`src/rtl/isc_pkg.sv`:
```
// ----------------------------------------------------------------------------
// isc_pkg
// Shared types and fixed widths for the counted insertion sort chain.
// ----------------------------------------------------------------------------
package isc_pkg;

    localparam int VALUE_W = 32;
    localparam int CMP_W   = 11;

    // Per-cycle command broadcast to every cell of the chain
    typedef struct packed {
        logic               ins;    // insert ctl value into the chain
        logic               drain;  // shift the whole chain toward cell 0
        logic [VALUE_W-1:0] value;  // value being inserted
    } t_cell_ctl;

    // What one cell shows to its neighbors
    typedef struct packed {
        logic               valid;
        logic               gt;     // valid and held value > inserted value
        logic [VALUE_W-1:0] value;
    } t_cell_link;

endpackage

```
`src/rtl/isc_cell.sv`:
```
// ----------------------------------------------------------------------------
// isc_cell
// One slot of the sorted chain: holds a value, compares it against the value
// being inserted; takes left neighbor's value on insert, right one's on drain.
// ----------------------------------------------------------------------------
module isc_cell (
    input  logic                i_clk,
    input  logic                i_rst_n,
    input  isc_pkg::t_cell_ctl  i_ctl,
    input  isc_pkg::t_cell_link i_prev,
    input  isc_pkg::t_cell_link i_next,
    output isc_pkg::t_cell_link o_link
);
    import isc_pkg::*;

    logic               r_valid;
    logic [VALUE_W-1:0] r_value;
    logic               w_gt;
    logic               w_take;

    // Compare held value against the incoming one (signed)
    assign w_gt   = r_valid && ($signed(r_value) > $signed(i_ctl.value));
    assign w_take = w_gt || !r_valid;

    assign o_link.valid = r_valid;
    assign o_link.gt    = w_gt;
    assign o_link.value = r_value;

    // Hold, shift right on insert, or shift left on drain
    always_ff @(posedge i_clk) begin
        if (!i_rst_n) begin
            r_valid <= 1'b0;
        end else if (i_ctl.drain) begin
            r_valid <= i_next.valid;
        end else if (i_ctl.ins && w_take) begin
            r_valid <= r_valid || i_prev.valid;
        end
    end

    always_ff @(posedge i_clk) begin
        if (i_ctl.drain) begin
            r_value <= i_next.value;
        end else if (i_ctl.ins && w_take) begin
            r_value <= i_prev.gt ? i_prev.value : i_ctl.value;
        end
    end

endmodule

```
`config.mk`:
```
export PLATFORM = sky130hd
export DESIGN_NAME = isc_cell
export DESIGN_NICKNAME = d
export VERILOG_FILES = /design/src/rtl/isc_pkg.sv /design/src/rtl/isc_cell.sv
export SDC_FILE = /design/constraint.sdc
export NUM_CORES = 1
export LEC_CHECK = 0
export ABC_AREA = 1
export BUFFER_PORTS_ARGS = -buffer_cell sky130_fd_sc_hd__buf_2
export CELL_PAD_IN_SITES_DETAIL_PLACEMENT = 1
export CELL_PAD_IN_SITES_GLOBAL_PLACEMENT = 1
export CORE_MARGIN = 2
export CORE_UTILIZATION = 34
export CTS_CLUSTER_DIAMETER = 120
export DETAILED_ROUTE_END_ITERATION = 10
export PLACE_DENSITY = 0.94
export SLEW_MARGIN = 5
export SYNTH_ARGS = -nofsm -noshare
export SYNTH_HDL_FRONTEND = slang
export SYNTH_SLANG_ARGS = --single-unit
export TNS_END_PERCENT = 20
```
`constraint.sdc`:
```
create_clock -name i_clk -period 3.8 [get_ports i_clk]
set_input_delay 0.57 -clock i_clk [delete_from_list [all_inputs] [get_ports i_clk]]
set_output_delay 0.57 -clock i_clk [all_outputs]
set_load 0.01 [all_outputs]
```
# Word level (Yosys, flattened, before mapping)
# Cells that the tools add are included.
# classes
reduce_logical	6
magnitude_cmp	1
n_mux	5
# ops
cell	count
2-to-1 mux 32 bit	3
> comparator 32 bit	1
logical AND 1 bit	2
logical OR 1 bit	2
2-to-1 mux 1 bit	2
nonzero test 2 bit	1
logical NOT 1 bit	1
# word_totals
reg_bits	33
inputBits	104
wordCells	14
output_inout_bits	34

# Logic depth before layout (Yosys ltp)
# Gate-level depths: netlist of the first run.
# logic_depth
ltp_word	6
mapped_depth	19

# Worst setup path after synthesis of the first run
# OpenSTA, ideal clock, no wires.
# synth_path
path_type	input-to-reg
from	input i_ctl[31] in the netlist's numbering
to	register r_value[0] (enable)
n_path_buf	0
t_required_ps	3425
setup_ps	375
cell_stages	12
slack_ps	1370
arrival_time_ps	2054
cell_sequence	inv_1 -> ha_1 -> a21oi_1 -> o21a_1 -> nand2_1 -> a21oi_2 -> nand2_1 -> nand2_1 -> nand3_2 -> nand2_1 -> nand2_1 -> nand2_2
# synth_via
elab_chain_cells	5
# synth_lines
element	line_no	text
from (decl)	isc_cell.sv:9	input isc_pkg::t_cell_ctl i_ctl,
> comparator 32 bit	isc_cell.sv:22	assign w_gt = r_valid && ($signed(r_value) > $signed(i_ctl.value));
logical AND 1 bit	isc_cell.sv:22	
logical OR 1 bit	isc_cell.sv:23	assign w_take = w_gt || !r_valid;
logical AND 1 bit	isc_cell.sv:43	end else if (i_ctl.ins && w_take) begin
nonzero test 2 bit (no line)	n/a	
to (signal assigned)	isc_cell.sv:42	r_value <= i_next.value;
to (signal assigned)	isc_cell.sv:44	r_value <= i_prev.gt ? i_prev.value : i_ctl.value;
to (decl)	isc_cell.sv:17	logic [VALUE_W-1:0] r_value;
# No other way between the ends.
# A chain may end at the register's enable or synchronous reset.

==> flow_summary.yaml, run 1 <==
status:
  status: "completed"
sta:
  fin_crit_sh_pct: 69.3
  rsz0062_at_grt: "false"
  worst_slack_ns: 1.17
  fmax_mhz: 380
  layout_min_cycle_time_ns: 2.63
  worst_pin_slew_ns: 1.10
  hold_ws_ns: 0.546
  hold_viol: 0
  clock_skew_ns: 0.00727
  setup_viol: 0
  fin_setup_tns_ns: 0
  slew-limit-headroom_pct: 26.8
  maxSlewViolCount: 0
clock_network:
  cts_resized: 0
  cts_tree: "yes"
  cts_buffers: 5
  root_buffer: "clkbuf_8"
  clk_latency_ns: 0.28
  clockBufferDepth: 2
  clkTransAtPathRegs_ns: 0.07
  cts_max_level: 2
  cts_hold_buf: 0
  cts.sinks: 33
  cts_setup_buffers: 0
critical_path:
  crit_chain: "buf_2, inv_1, ha_1, a21oi_1, o21ai_0, a21oi_1, nand2_1, nand2_1, nand2_1, nand2_1, nand3_2, nor2_1, buf_2"
  slowest_stage: "ha_1"
  path_buf_inv: 3
  cp.arrival_ns: 2.06
  path_delay_family: "simple AND/OR/NAND/NOR gates"
  crit_required_ns: 3.23
  reg2reg_from: "r_value[15]$_DFFE_PP_"
  cp_common_cell: "nand2_1"
  critPathMaxFanout: 2
  worstSetupPathType: "primary input to output pin"
  endpoint_kind: "output pin"
  startpoint: "i_ctl[15]"
  slowest_delay_ns: 0.31
  start_kind: "primary input"
final_layout:
  final_area_um2: 3440
  fill_cells: 931
  area_growth_pct: 32.4
  diodes: 0
  multi_input_area_um2: 1380
  fin_util_pct: 46.9
  num-nets-final: 570
  fin_cells: 534
  ff_latch_area_um2: 981
  drive_gt1_share_pct: 35.4
yosys:
  ys.warnings.count: 0
  syn_nets: 440
  synthFlopType: "edfxtp_1"
  synth_top_cells_by_area: "edfxtp_1 (37%), ha_1 (15%), nand2_1 (10%), o21a_1 (9.0%), o211ai_1 (8.4%)"
  syn_inst: 304
  synth_top_area_share_pct: 37.0
  ys_ff_latch: 33
  ys_seq_area_share_pct: 37.8
  yosysTopAreaCell: "edfxtp_1"
  syn_area_per_cell_um2: 8.54
  yosys-top-cells-count: "nand2_1 (72), inv_1 (41), edfxtp_1 (32), ha_1 (32), o21a_1 (31)"
  yosysMostFrequentCell: "nand2_1"
  async_flop_share_pct: 0
  synth_cell_types: 26
  synth-edff-count: 32
  syn_area_um2: 2600
place:
  dp_hpwl_mm: 6.12
  dp_cells: 526
  routabilityCongestion: 0.750
  io_buffer_count: 136
  placedInstanceArea_um2: 3360
  dp_slack_ns: 0.910
drt:
  via_count: 2608
  drt_wl_total_mm: 7.61
  viasPerCell: 4.88
  drc: 0
  wl_per_cell_um: 14.3
  dr.pass1.iters: 4
  antenna_left: 0
  drt_iter0_markers: 48
grt:
  grt_usage_pct: 18.7
  grt_max_degree: 63
  grt_pass1_vias: 2818
  grt-ovfl-total: 0
  grt_pass1_wl_mm: 12.8
  grt_antenna_before_repair: 0
pwr:
  vdd_drop_max_mv: 0.151
  power.total_mw: 1.07
  cellLeakagePower_nw: 1.74
  p_per_area_nw_per_um2: 311
die:
  die_w_um: 91.4
  dieArea_um2: 8350
  chipHeight_um: 91.4
  core_area_um2: 7330
  core.rowCount: 31
  start_util_pct: 35.4
  io_pins: 138
run:
  cap_violations: 0
hold_path:
  hp-class: "primary input to flop"
  hold_start: "i_rst_n"
## power breakdown
part	total (mW)	switching (mW)	internal, mW
Clock	0.261	0.131	0.130
Sequential	0.468	0.0208	0.448
Combinational	0.340	0.187	0.153
Total	1.07	0.338	0.731
## routing by layer
metal | up-vias | part of all wire [%] | GRT usage, %
li1 | 1305 | - | -
met1 | 1208 | 41 | 22.1
met2 | 89 | 52 | 33.8
met3 | 6 | 6.2 | 5.15
met4 | 0 | 0.79 | 3.66
met5 | - | 0 | 0
## layout make-up
| class | instances | share of cell area [%] |
|---|---|---|
| multi-input combinational | 212 | 40.1 |
| sequential | 33 | 28.5 |
| timing repair buffer | 138 | 20.6 |
| inverter | 44 | 4.80 |
| tap | 99 | 3.60 |
| clock buffer | 8 | 2.33 |
## worst paths after layout
check / to / slack (ns) / cells past startpoint
worst min register to register: r_valid$_SDFFE_PN0P_ / 0.62 / 2
worst max register to register: r_value[23]$_DFFE_PP_ / 1.27 / 13
worst min-delay path: r_valid$_SDFFE_PN0P_ / 0.55 / 3
worst max-delay path: o_link[32] / 1.17 / 13
## state kept, by name, indices dropped and copies added, names as in the netlist
register and flops:
r_value 32, r_valid 1
## cell usage in the layout (no fill, tap or decap), drive strengths merged, types with 2 or more instances in the layout
cell / netlist / routed
a21oi: 21 / 21
buf: 6 / 138
clkbuf: 9 / 8
edfxtp: 32 / 32
ha: 32 / 32
inv: 43 / 43
nand2: 75 / 75
nand3: 3 / 3
nand4: 2 / 2
nor2: 14 / 14
o211ai: 29 / 29
o21a: 31 / 31
o21ai: 2 / 2
## worst min-delay path, delay by kind of cell
kind,cells,cell delay (ns)
AOI/OAI and AO/OA,2,0.12
buffers and inverters,1,0.10
## cells by family (layout without fill, tap and decap cells)
| group | count (synthesis) | after routing | synth area share, % |
|---|---|---|---|
| compound gates | 86 | 86 | 22.9 |
| fa+ha+maj | 32 | 32 | 15.4 |
| buf+inv | 59 | 190 | 9.10 |
| flops | 33 | 33 | 37.8 |
| simple gates | 94 | 94 | 14.8 |
Power figures use the tool's default switching activity.
==> run 2: changes to the inputs <==
CORE_UTILIZATION = 32   (was 34)
PLACE_DENSITY = 0.9   (was 0.94)
clock period = 2.5 ns   (was 3.8 ns; I/O delays follow)
==> run 2 against run 1 <==
Combinational power is 71% higher. Final area increased by 6.8%. Largest power group unchanged. Routed wire length rose by 5.0%. Critical path depth fell by 3.
==> flow_summary.yaml, run 2 (synthesis gave the netlist of run 1 again) <==
sta:
  fin_crit_sh_pct: 94.9
  setup_viol: 0
  slew-limit-headroom_pct: 54.9
  layout_min_cycle_time_ns: 2.37
  hold_viol: 0
  fin_setup_tns_ns: 0
  clock_skew_ns: 0.00264
  worst_pin_slew_ns: 0.675
  fmax_mhz: 422
  maxSlewViolCount: 0
drt:
  drt_iter0_markers: 48
  drc: 0
  antenna_left: 0
  via_count: 2646
  drt_wl_total_mm: 8.00
  viasPerCell: 4.85
  dr.pass1.iters: 4
  wl_per_cell_um: 14.6
final_layout:
  drive_gt1_share_pct: 41.0
  largest_register_ffs: 32
  diodes: 0
  final_cell_mix: "buf_2 (136), nand2_1 (67), inv_1 (40), edfxtp_1 (32), o21a_1 (31)"
  num-nets-final: 579
  regMostFlops: "r_value"
  final_area_um2: 3670
  reg.largest.list: "r_value (32), r_valid (1)"
  fin_util_pct: 47.0
  area_growth_pct: 41.4
  final_common_cell: "buf_2"
pwr:
  vdd_drop_max_mv: 0.185
  p_per_area_nw_per_um2: 462
  cellLeakagePower_nw: 1.79
  power.total_mw: 1.70
critical_path:
  start_kind: "flop"
  slowest_stage: "edfxtp_1"
  endpoint_kind: "output pin"
  startpoint: "r_value[21]$_DFFE_PP_"
  path_buf_inv: 1
  path_delay_family: "compound AO/OA/AOI/OAI gates"
  slowest_delay_ns: 0.40
  worstSetupPathType: "flop to output pin"
  critPathMaxFanout: 2
  reg2reg_from: "r_value[21]$_DFFE_PP_"
  cp.arrival_ns: 2.00
  crit_required_ns: 2.12
  crit_chain: "ha_1, a21oi_1, o21a_1, nand2_2, a21oi_2, nand2_1, nand2_2, nand3_2, nor2_1, buf_2"
  cp_common_cell: "nand2_2"
grt:
  grt_antenna_before_repair: 0
  grt_pass1_wl_mm: 12.4
  grt_max_degree: 41
  grt_usage_pct: 17.4
  grt-ovfl-total: 0
  grt_pass1_vias: 2772
die:
  start_util_pct: 33.3
  chipHeight_um: 94.1
  core_area_um2: 7810
  io_pins: 138
  core.rowCount: 32
  dieArea_um2: 8850
  die_w_um: 94.1
run:
  cap_violations: 0
place:
  dp_hpwl_mm: 6.31
  placedInstanceArea_um2: 3400
  routabilityCongestion: 0.733
  io_buffer_count: 136
clock_network:
  clk_latency_ns: 0.28
  cts_buffers: 5
  cts_max_level: 2
  cts_tree: "yes"
  clockBufferDepth: 2
  root_buffer: "clkbuf_8"
  clkTransAtPathRegs_ns: 0.07
  cts.sinks: 33
status:
  status: "completed"
hold_path:
  hold_start: "i_next[27]"
  hp-class: "primary input to flop"
run 2: changes by cell type in the layout (fill, tap and decap cells not counted), moves of 5 or more:
| cell | delta |
|---|---|
| ha_4 | +9 |
| buf_4 | +7 |
| ha_1 | -9 |
| nand2_2 | +5 |
| nand2_1 | -5 |
run 2: layout make-up:
cell class / instances / area (µm²)
inverter: 44 / 165
timing repair buffer: 147 / 801
sequential: 33 / 981
clock buffer: 8 / 80.1
tap: 102 / 128
multi-input combinational: 212 / 1520
fill: 975 / 4140
run 2: repair_timing:
item | CTS | global route
gates resized for setup | 0 | 21
hold buffers | 0 | 0
setup buffers | 0 | 7
setup endpoints to repair | 0 | 1
run 2: worst reg2reg max path, cell delays in order (launching register included):
cell and delay (ns):
edfxtp_1 0.40, ha_1 0.32, a21oi_1 0.19, o21a_1 0.14
nand2_2 0.06, a21oi_2 0.16, nand2_1 0.08, nand2_2 0.07
nand3_2 0.06, buf_4 0.13, nand2_1 0.05, nand2_1 0.06
nand2_2 0.13, buf_12 0.18
run 2: worst paths after layout:
| kind | slack [ns] | to | cells past startpoint |
|---|---|---|---|
| worst max-delay path | 0.13 | o_link[32] | 10 |
| worst min-delay path | 0.36 | r_value[27]$_DFFE_PP_ | 2 |
| worst max register to register | 0.18 | r_value[15]$_DFFE_PP_ | 13 |
| worst min register to register | 0.68 | r_valid$_SDFFE_PN0P_ | 2 |
run 2: per-stage QoR:
step	hold WS, ns	cells	worst slack, ns
after floorplan	0.516	304	0.227
after global placement	0.599	531	0.179
after detailed placement	0.651	531	0.131
after CTS	0.358	539	0.0744
after global routing	0.365	546	-0.0722
final	0.364	546	0.128
run 2: routing by layer:
| metal | vias up | global-route usage [%] | share of wire, % |
|---|---|---|---|
| li1 | 1321 | - | - |
| met1 | 1231 | 19.8 | 41 |
| met2 | 88 | 33.3 | 53 |
| met3 | 6 | 2.89 | 5.2 |
| met4 | 0 | 4.59 | 0.93 |
| met5 | - | 0 | 0 |
run 2: report_power, final:
part	switching, mW	internal (mW)
logic	0.304	0.278
clock network	0.197	0.198
registers	0.0394	0.681
